### config.mk
export PLATFORM = sky130hd
export DESIGN_NAME = header_tlv_packet_parser_unit
export DESIGN_NICKNAME = d
export VERILOG_FILES = /design/src/hdl/htpp_pkg.sv /design/src/hdl/header_tlv_packet_parser_unit.sv /design/src/hdl/htpp_front.sv /design/src/hdl/htpp_back.sv
export SDC_FILE = /design/constraint.sdc
export NUM_CORES = 2
export LEC_CHECK = 0
export ABC_AREA = 1
export BUFFER_PORTS_ARGS = -buffer_cell sky130_fd_sc_hd__buf_2
export CORE_MARGIN = 2
export CORE_UTILIZATION = 65
export DETAILED_ROUTE_END_ITERATION = 7
export PLACE_DENSITY = 0.85
export SETUP_SLACK_MARGIN = 0.05
export SLEW_MARGIN = 20
export SYNTH_ARGS = -nofsm -noshare
export SYNTH_HDL_FRONTEND = slang
export SYNTH_SLANG_ARGS = --single-unit
### constraint.sdc
create_clock -name clk -period 27.4 [get_ports clk]
set_input_delay 0 -clock clk [delete_from_list [all_inputs] [get_ports clk]]
set_output_delay 0 -clock clk [all_outputs]
set_load 0.05 [all_outputs]
### src/hdl/htpp_pkg.sv
// ----------------------------------------------------------------------------
// htpp_pkg
// Shared types, register indexes and constants of the header/TLV parser.
// ----------------------------------------------------------------------------
package htpp_pkg;

  localparam int HEADER_BYTES_DEF = 22;
  localparam int TEXT_KEEP_DEF    = 256;
  localparam int CHANNEL_KEEP_DEF = 32;

  localparam int          POS_W     = 17;
  localparam logic [16:0] POS_MAX   = 17'h1FFFF;
  localparam logic [7:0]  FIXED_LEN = 8'd8;
  localparam int          CFG_IDX_W = 8;

  typedef enum logic [2:0] {
    REG_EXP_VERSION  = 3'd0,
    REG_TEXT_CODE    = 3'd1,
    REG_CHANNEL_CODE = 3'd2,
    REG_TIME_CODE    = 3'd3,
    REG_REPLY_CODE   = 3'd4
  } cfg_reg_t;

  typedef enum logic [1:0] {
    KIND_TEXT    = 2'd0,
    KIND_CHANNEL = 2'd1,
    KIND_SUMMARY = 2'd2
  } kind_t;

  typedef enum logic [2:0] {
    ST_OK         = 3'd0,
    ST_SHORT      = 3'd1,
    ST_BAD_VER    = 3'd2,
    ST_OVERRUN    = 3'd3,
    ST_REC_TRUNC  = 3'd4,
    ST_VAL_TRUNC  = 3'd5
  } status_t;

  typedef enum logic [1:0] {
    PH_TYPE   = 2'd0,
    PH_LENGTH = 2'd1,
    PH_VALUE  = 2'd2
  } phase_t;

  typedef struct packed {
    logic [7:0] data_byte;
    logic       end_of_message;
  } in_item_t;

  typedef struct packed {
    logic [1:0]  kind;
    logic [7:0]  out_byte;
    logic        segment_start;
    logic [2:0]  status;
    logic [7:0]  msg_type;
    logic [7:0]  ttl;
    logic [63:0] timestamp;
    logic [63:0] sender_id;
    logic [63:0] reply_id;
    logic        has_reply;
    logic [15:0] payload_length;
    logic        last;
  } out_item_t;

  typedef struct packed {
    logic [7:0] exp_version;
    logic [7:0] text_code;
    logic [7:0] channel_code;
    logic [7:0] time_code;
    logic [7:0] reply_code;
  } cfg_t;

  // one classified step: up to a byte result and a summary
  typedef struct packed {
    logic      byte_vld;
    out_item_t byte_item;
    logic      sum_vld;
    out_item_t sum_item;
  } step_t;

endpackage

### src/hdl/header_tlv_packet_parser_unit.sv
// ----------------------------------------------------------------------------
// header_tlv_packet_parser_unit
// Streaming header plus TLV message parser.
//
// Input channel: push one message byte with in_push while in_full is low;
// in_item.end_of_message marks the final byte of a message.
// Result channel: while out_empty is low the oldest result is on out_item;
// out_pop takes it. A byte yields a text or channel byte result, a summary
// on its final byte, both, or nothing.
// Throughput: one byte per cycle while in_full is low.
// Each result is registered into the step queue when its byte is accepted.
// A byte giving two results presents its byte result first, then its summary.
// The front and back are split by a two-step queue; when the receiver
// stalls the queue fills and in_full rises.
// Configuration: cfg_valid/cfg_ready, cfg_idx selects the register; write
// only while idle. Reset clears all message state and loads the default
// record codes and expected version.
// ----------------------------------------------------------------------------
module header_tlv_packet_parser_unit #(
  parameter int HEADER_BYTES = htpp_pkg::HEADER_BYTES_DEF,
  parameter int TEXT_KEEP    = htpp_pkg::TEXT_KEEP_DEF,
  parameter int CHANNEL_KEEP = htpp_pkg::CHANNEL_KEEP_DEF
) (
  input  logic                                 clk,
  input  logic                                 rst_n,
  input  logic                                 in_push,
  output logic                                 in_full,
  input  htpp_pkg::in_item_t                   in_item,
  output logic                                 out_empty,
  input  logic                                 out_pop,
  output htpp_pkg::out_item_t                  out_item,
  input  logic                                 cfg_valid,
  output logic                                 cfg_ready,
  input  logic [htpp_pkg::CFG_IDX_W-1:0]       cfg_idx,
  input  logic [7:0]                           cfg_data
);

  htpp_pkg::cfg_t  cfg_r;
  htpp_pkg::step_t step;
  logic            acc;

  assign cfg_ready = 1'b1;
  assign acc       = in_push && !in_full;

  always_ff @(posedge clk) begin
    if (!rst_n) begin
      cfg_r <= '{8'd1, 8'd1, 8'd2, 8'd3, 8'd4};
    end else if (cfg_valid) begin
      case (cfg_idx)
        8'(htpp_pkg::REG_EXP_VERSION):  cfg_r.exp_version  <= cfg_data;
        8'(htpp_pkg::REG_TEXT_CODE):    cfg_r.text_code    <= cfg_data;
        8'(htpp_pkg::REG_CHANNEL_CODE): cfg_r.channel_code <= cfg_data;
        8'(htpp_pkg::REG_TIME_CODE):    cfg_r.time_code    <= cfg_data;
        8'(htpp_pkg::REG_REPLY_CODE):   cfg_r.reply_code   <= cfg_data;
        default: ;
      endcase
    end
  end

  htpp_front #(
    .HEADER_BYTES(HEADER_BYTES), .TEXT_KEEP(TEXT_KEEP), .CHANNEL_KEEP(CHANNEL_KEEP)
  ) u_front (
    .clk(clk), .rst_n(rst_n), .in_vld(acc), .in_item(in_item), .cfg(cfg_r), .step(step)
  );

  htpp_back u_back (
    .clk(clk), .rst_n(rst_n), .step_vld(acc), .step(step), .q_full(in_full),
    .out_empty(out_empty), .out_pop(out_pop), .out_item(out_item)
  );

endmodule

### src/hdl/htpp_front.sv
// ----------------------------------------------------------------------------
// htpp_front
// Header capture and record walk; emits one classified step per byte.
// ----------------------------------------------------------------------------
module htpp_front #(
  parameter int HEADER_BYTES = htpp_pkg::HEADER_BYTES_DEF,
  parameter int TEXT_KEEP    = htpp_pkg::TEXT_KEEP_DEF,
  parameter int CHANNEL_KEEP = htpp_pkg::CHANNEL_KEEP_DEF
) (
  input  logic               clk,
  input  logic               rst_n,
  input  logic               in_vld,
  input  htpp_pkg::in_item_t in_item,
  input  htpp_pkg::cfg_t     cfg,
  output htpp_pkg::step_t    step
);

  localparam logic [16:0] HB = 17'(HEADER_BYTES);
  localparam logic [8:0]  TK = 9'(TEXT_KEEP - 1);
  localparam logic [8:0]  CK = 9'(CHANNEL_KEEP - 1);

  logic [16:0] pos_r, pos_nxt;
  logic        ver_r, ver_nxt;
  logic [7:0]  type_r, type_nxt, ttl_r, ttl_nxt;
  logic [63:0] time_r, time_nxt, sender_r, sender_nxt;
  logic [15:0] len_r, len_nxt;
  logic [1:0]  phase_r, phase_nxt;
  logic [7:0]  code_r, code_nxt, left_r, left_nxt, rlen_r, rlen_nxt;
  logic [63:0] acc_r, acc_nxt, reply_r, reply_nxt;
  logic [7:0]  kept_r, kept_nxt;
  logic        seen_r, seen_nxt;

  logic [7:0]  b;
  logic [16:0] cnt, plen;
  logic [7:0]  idx;
  logic [2:0]  st;
  logic        is_txt, is_chn, is_tim, is_rep;

  always_comb begin
    b          = in_item.data_byte;
    pos_nxt    = pos_r;   ver_nxt  = ver_r;  type_nxt = type_r; ttl_nxt = ttl_r;
    time_nxt   = time_r;  sender_nxt = sender_r; len_nxt = len_r;
    phase_nxt  = phase_r; code_nxt = code_r; left_nxt = left_r; rlen_nxt = rlen_r;
    acc_nxt    = acc_r;   kept_nxt = kept_r; reply_nxt = reply_r; seen_nxt = seen_r;
    step       = '0;
    idx        = rlen_r - left_r;
    is_txt     = (code_r == cfg.text_code);
    is_chn     = !is_txt && (code_r == cfg.channel_code);
    is_tim     = !is_txt && !is_chn && (code_r == cfg.time_code);
    is_rep     = !is_txt && !is_chn && !is_tim && (code_r == cfg.reply_code);
    plen       = pos_r - HB;
    if (pos_r < HB) begin
      if (pos_r == 17'd0) ver_nxt = (b == cfg.exp_version);
      else if (pos_r == 17'd1) type_nxt = b;
      else if (pos_r == 17'd2) ttl_nxt = b;
      else if (pos_r <= 17'd10) time_nxt = {time_r[55:0], b};
      else if (pos_r == 17'd12) len_nxt = {b, 8'd0};
      else if (pos_r == 17'd13) len_nxt = {len_r[15:8], b};
      else if (pos_r >= 17'd14 && pos_r <= 17'd21)
        sender_nxt = sender_r | ({56'd0, b} << {pos_r[2:0] - 3'd6, 3'd0});
    end else if (ver_r && plen < {1'b0, len_r}) begin
      unique case (phase_r)
        htpp_pkg::PH_TYPE: begin
          code_nxt = b; phase_nxt = htpp_pkg::PH_LENGTH;
        end
        htpp_pkg::PH_LENGTH: begin
          rlen_nxt = b; left_nxt = b; kept_nxt = '0; acc_nxt = '0;
          phase_nxt = (b == 8'd0) ? htpp_pkg::PH_TYPE : htpp_pkg::PH_VALUE;
        end
        default: begin
          if ((is_txt && {1'b0, kept_r} < TK) || (is_chn && {1'b0, kept_r} < CK)) begin
            step.byte_vld = 1'b1;
            step.byte_item.kind = is_txt ? htpp_pkg::KIND_TEXT : htpp_pkg::KIND_CHANNEL;
            step.byte_item.out_byte = b;
            step.byte_item.segment_start = (idx == 8'd0);
            kept_nxt = kept_r + 8'd1;
          end
          if (is_tim) acc_nxt = {acc_r[55:0], b};
          if (is_rep && idx < htpp_pkg::FIXED_LEN)
            acc_nxt = acc_r | ({56'd0, b} << {idx[2:0], 3'd0});
          left_nxt = left_r - 8'd1;
          if (left_r == 8'd1) begin
            if (rlen_r == htpp_pkg::FIXED_LEN && is_tim) time_nxt = acc_nxt;
            if (rlen_r == htpp_pkg::FIXED_LEN && is_rep) begin
              reply_nxt = acc_nxt; seen_nxt = 1'b1;
            end
            phase_nxt = htpp_pkg::PH_TYPE;
          end
        end
      endcase
    end
    if (pos_r != htpp_pkg::POS_MAX) pos_nxt = pos_r + 17'd1;
    cnt = pos_nxt;
    if (cnt < HB) st = htpp_pkg::ST_SHORT;
    else if (!ver_nxt) st = htpp_pkg::ST_BAD_VER;
    else if ({1'b0, cnt} < {1'b0, HB} + {2'b0, len_nxt}) st = htpp_pkg::ST_OVERRUN;
    else if (phase_nxt == htpp_pkg::PH_LENGTH) st = htpp_pkg::ST_REC_TRUNC;
    else if (phase_nxt == htpp_pkg::PH_VALUE) st = htpp_pkg::ST_VAL_TRUNC;
    else st = htpp_pkg::ST_OK;
    step.sum_vld = in_item.end_of_message;
    step.sum_item.kind = htpp_pkg::KIND_SUMMARY;
    step.sum_item.status = st;
    step.sum_item.msg_type = type_nxt;
    step.sum_item.ttl = ttl_nxt;
    step.sum_item.timestamp = time_nxt;
    step.sum_item.sender_id = sender_nxt;
    step.sum_item.reply_id = reply_nxt;
    step.sum_item.has_reply = seen_nxt;
    step.sum_item.payload_length = len_nxt;
    step.sum_item.last = 1'b1;
    step.byte_item.last = !in_item.end_of_message;
    if (in_item.end_of_message) begin
      pos_nxt = '0; ver_nxt = 1'b0; type_nxt = '0; ttl_nxt = '0; time_nxt = '0;
      sender_nxt = '0; len_nxt = '0; phase_nxt = htpp_pkg::PH_TYPE; code_nxt = '0;
      left_nxt = '0; rlen_nxt = '0; acc_nxt = '0; kept_nxt = '0; reply_nxt = '0;
      seen_nxt = 1'b0;
    end
  end

  always_ff @(posedge clk) begin
    if (!rst_n) begin
      pos_r <= '0; ver_r <= 1'b0; type_r <= '0; ttl_r <= '0; time_r <= '0;
      sender_r <= '0; len_r <= '0; phase_r <= htpp_pkg::PH_TYPE; code_r <= '0;
      left_r <= '0; rlen_r <= '0; acc_r <= '0; kept_r <= '0; reply_r <= '0;
      seen_r <= 1'b0;
    end else if (in_vld) begin
      pos_r <= pos_nxt; ver_r <= ver_nxt; type_r <= type_nxt; ttl_r <= ttl_nxt;
      time_r <= time_nxt; sender_r <= sender_nxt; len_r <= len_nxt;
      phase_r <= phase_nxt; code_r <= code_nxt; left_r <= left_nxt;
      rlen_r <= rlen_nxt; acc_r <= acc_nxt; kept_r <= kept_nxt;
      reply_r <= reply_nxt; seen_r <= seen_nxt;
    end
  end

  a_phase_legal: assert property (@(posedge clk) disable iff (!rst_n)
    phase_r != 2'd3) else $error("record phase out of range");
  a_value_left: assert property (@(posedge clk) disable iff (!rst_n)
    phase_r == htpp_pkg::PH_VALUE |-> left_r != 8'd0) else $error("empty value phase");
  a_eom_clear: assert property (@(posedge clk) disable iff (!rst_n)
    in_vld && in_item.end_of_message |=> pos_r == 17'd0) else $error("no clear");

endmodule

### src/hdl/htpp_back.sv
// ----------------------------------------------------------------------------
// htpp_back
// Step queue and result sequencing; delivers byte and summary results.
// ----------------------------------------------------------------------------
module htpp_back (
  input  logic                clk,
  input  logic                rst_n,
  input  logic                step_vld,
  input  htpp_pkg::step_t     step,
  output logic                q_full,
  output logic                out_empty,
  input  logic                out_pop,
  output htpp_pkg::out_item_t out_item
);

  localparam int DEPTH = 2;

  htpp_pkg::step_t q_r [DEPTH];
  logic       wp_r, rp_r, sel_r;
  logic [1:0] cnt_r;
  logic       push, pop_step, has_b, has_s;
  htpp_pkg::step_t head;

  assign head      = q_r[rp_r];
  assign has_b     = head.byte_vld && !sel_r;
  assign has_s     = head.sum_vld;
  assign out_empty = (cnt_r == 2'd0);
  assign out_item  = has_b ? head.byte_item : head.sum_item;
  assign q_full    = (cnt_r == 2'(DEPTH));
  assign push      = step_vld && (step.byte_vld || step.sum_vld);
  assign pop_step  = out_pop && !out_empty && !(has_b && has_s);

  always_ff @(posedge clk) begin
    if (push) q_r[wp_r] <= step;
  end

  always_ff @(posedge clk) begin
    if (!rst_n) begin
      wp_r <= 1'b0; rp_r <= 1'b0; cnt_r <= '0; sel_r <= 1'b0;
    end else begin
      if (push) wp_r <= !wp_r;
      if (pop_step) rp_r <= !rp_r;
      cnt_r <= cnt_r + 2'(push) - 2'(pop_step);
      if (pop_step) sel_r <= 1'b0;
      else if (out_pop && !out_empty) sel_r <= 1'b1;
    end
  end

  a_no_over: assert property (@(posedge clk) disable iff (!rst_n)
    cnt_r <= 2'(DEPTH)) else $error("queue overflow");
  a_sel_sum: assert property (@(posedge clk) disable iff (!rst_n)
    sel_r |-> !out_empty && head.sum_vld) else $error("split step lost summary");
  a_last_kind: assert property (@(posedge clk) disable iff (!rst_n)
    !out_empty && out_item.kind == htpp_pkg::KIND_SUMMARY |-> out_item.last)
    else $error("summary not last");

endmodule

==> summary.txt <==
Run status
  • Status: finished, final reports clean

STA
  • Slew HR: 8.37%
  • Worst-Margin Slew: 1.37 ns
  • Pins Over Slew Limit: 0
  • Period minus WS final: 7.62 ns
  • Worst hold slack: 0.0433 ns
  • Max Clk Rate: 131 MHz
  • RSZ-0062 raised after global routing: false
  • Final hold viol count: 0
  • Period utilization: 27.8%
  • Setup Viol. Count Final: 0
  • Setup ws final: between 15 and 20 ns
  • Post-route setup TNS: 0 ns
  • Setup Skew: 0.0241 ns

Critical path
  • Crit path to: u_back.q_r[0][186]
  • R2R depth: 23
  • Worst r2r src: u_front.pos_r[1]
  • Critical path peak fanout: 74
  • Flop2flop setup slack: a little under 20 ns
  • Critical path's slowest cell: buf_4
  • Cells along the critical path: inv_2 -> nand2_1 -> nand3_1 -> nand2_1 -> xor2_1 -> ha_1 -> a21o_1 -> nor2_1 -> nand3_1 -> nand2_1 -> nand2_1 -> nand2_1 -> nand2_1 -> nand2_1 -> nand2_2 -> nor2_2 -> nand2_1 -> a21oi_1 -> inv_1 -> nor2_4 -> buf_4 -> buf_4 -> buf_4
  • Largest stage delay, worst path: 0.90 ns
  • Worst Path Required: 27.66 ns
  • Worst path top cell family by delay: buffers and inverters
  • Critical Path Stages: 23
  • Most used cell, CP: nand2_1
  • Startpoint Class: flop
  • WP buf/inv: 5
  • Worst EP arrival: a little under 8 ns
  • Kind of critical path: reg2reg
  • Endpoint of the worst-slack reg-to-reg timing path: u_back.q_r[0][186]
  • Setup crit end kind: flop
  • Worst Setup SP: u_front.pos_r[1]

Layout
  • Layout area overhead: 10.9%
  • Fillers: 4988
  • Most frequent cells in the layout: nand2_1 (2443), inv_1 (546), edfxtp_1 (482)
  • Non-Filler Instances: 6896
  • Util after Layout: 72.6%
  • Most common cell after layout, fill and taps aside: nand2_1
  • Final Cell Area: between 0.04 and 0.05 sq mm
  • Share of post-route cells with drive strength above 1: 8.32%
  • Nets: around 6.0k

Detailed routing
  • First-iteration detailed-routing DRC count: 5321
  • DR vias: around 40k
  • Post-DR wirelength/cell: 18.0 microns
  • DRT Pass-1 Iters: 6
  • DRT antenna net count: 0
  • Remaining DRCs: 0
  • Via-to-Cell Ratio: 5.74
  • DRT Wirelength: 124000 microns

Synthesis
  • Synth top area cells: edfxtp_1 (33%), nand2_1 (21%), dfxtp_1 (18%)
  • Top cell type's share of synthesized area: 33.0%
  • Post-synthesis sequential area ratio: just over 50%
  • Post-synth top area cell: edfxtp_1
  • Most used flip-flop cell after synthesis: edfxtp_1
  • Syn Std Cell Area: around 0.044 sq mm
  • Count of cell types in the netlist: 52
  • YS warnings: 0
  • Syn avg cell area: 7.48 sq um
  • Mapped Nets: between 5k and 6k
  • Post-synthesis instance total: 5862
  • Number of flops mapped to enable cells by yosys: 482
  • Share of synthesized flip-flops with an asynchronous set or reset: 0%
  • Yosys reg bits: 869

Die
  • Die X-Extent: 264 microns
  • Die height: between 200 and 300 microns
  • Area of the core: between 0.06 and 0.07 sq mm
  • Die area: slightly below 0.07 sq mm
  • Row cnt: 95
  • Boundary Pins: 273
  • Initial core utilization: 65.5%

CTS
  • CTS Buf Count: a little under 90
  • CTS tree: done
  • CTS resizes: 0
  • Clock Root Buffer: clkbuf_16
  • Clk slew on worst S/H paths: 0.07 ns
  • Clk buf depth: 3
  • CTS Sinks: 869
  • H-Tree Depth: 3
  • Clk_lat worst skew: approximately 0.65 ns

Place
  • Port bufs: 271
  • Final GP Congestion: approximately 0.94
  • Dpl cells: 6700
  • Placed cell areas: ~0.045 sq mm
  • Post-Place Setup Slack: 19.97 ns
  • HPWL Detailed: just under 80000 microns

Global routing
  • Gr ovfl total: 0
  • Largest net degree at the start of global routing: ~190
  • Global-route wire length before repair: 194000 microns
  • Vias in the first global route: 35.9k
  • Initial antenna violation count: 1
  • Tot GR Track Use: 35.0%

Worst hold path
  • Hold Crit Class: in2reg
  • Min-Delay Startpoint: in_item[5]

Power and ir drop
  • Power Density: 82.2 mW/mm^2
  • Leakage: between 20 and 25 nW
  • Tot Pwr: 4.00 mW
  • Maximum vdd ir drop: around 63 uV

Job
  • Max cap viols: 0
-- synthesized netlist by cell type (41+ instances only) --
cell type and instances:
ha_1 53, nor3_1 61, nand3_1 329, buf_2 49
o21ai_0 274, nor2_1 317, clkbuf_1 258, and3_1 41
a21oi_1 308, and2_1 64, inv_1 550, edfxtp_1 482
dfxtp_1 387, nand2_1 2445
-- where the power goes --
part           internal (mW)  total [mW]  switching, mW
logic                  0.250        1.28           1.03
registers               1.44        1.48         0.0376
clock network          0.726        1.23          0.507
-- tightest hold or removal path: stages --
cell     delay, ns
buf_2         0.24
inv_1         0.14
o21ai_2       0.13
nand2_1       0.08
a21oi_1       0.05
-- layer usage --
layer	routed length, microns	vias up	GRT usage, %	part of all wire (%)
met5	8	-	0	0.0064
met4	5380	2	15.1	4.3
met3	13300	360	6.23	11
met2	56500	2250	54.6	45
met1	49200	18200	48.3	40
li1	-	18800	-	-
-- worst min path at each step --
stage / end / slack [ns] / cells after the start
after global placement: cfg_r[9] / 0.25 / 3
final: u_front.len_r[12] / 0.04 / 5
after detailed placement: cfg_r[9] / 0.24 / 3
after global routing: u_front.len_r[12] / 0.06 / 5
after CTS: u_front.len_r[12] / 0.01 / 5
after floorplan: u_back.q_r[0][228] / 0.1 / 0
-- state kept, by name, indices dropped and copies added, names as in the netlist, named ones only --
name              flops
u_front.rlen_r        8
u_front.reply_r      64
u_back.wp_r           1
u_back.rp_r           1
u_front.code_r        8
cfg_r                40
u_front.acc_r        64
u_front.kept_r        8
u_back.sel_r          1
u_front.seen_r        1
u_front.ttl_r         8
u_front.time_r       64
u_front.pos_r        17
u_front.len_r        16
u_front.phase_r       2
u_front.ver_r         1
u_front.type_r        8
u_back.cnt_r          2
u_front.left_r        8
u_back.q_r          482
u_front.sender_r     64
-- cell type report --
type / instances / area, sq um / area share (%)
Tap cell: 873 / 1090 / 2.25
Multi-Input combinational cell: 4080 / 18100 / 37.3
Clock buffer: 122 / 2470 / 5.09
Clock inverter: 39 / 477 / 0.981
Inverter: 563 / 2140 / 4.39
Antenna cell: 1 / 2.50 / 0.00515
Sequential cell: 869 / 22200 / 45.7
Timing Repair Buffer: 349 / 2080 / 4.28
-- kinds of logic (layout without fill, tap and decap cells) --
| logic type | count (synthesis) | count (layout) | synth area share (%) |
|---|---|---|---|
| simple gates | 3337 | 3337 | 30.9 |
| buf+inv | 913 | 1073 | 8.15 |
| other cells | 1 | 2 | 0.00856 |
| compound gates | 625 | 625 | 7.38 |
| xor+xnor | 63 | 63 | 1.26 |
| fa+ha+maj | 54 | 54 | 1.56 |
| flops | 869 | 869 | 50.7 |
-- timing repair --
| item | 4_1_cts | 5_1_grt |
|---|---|---|
| setup endpoints to repair | 0 | 0 |
| setup buffers | 0 | 0 |
| hold endpoints to repair | 100 | 0 |
| hold buffers | 33 | 0 |
Power figures use the tool's default switching activity.
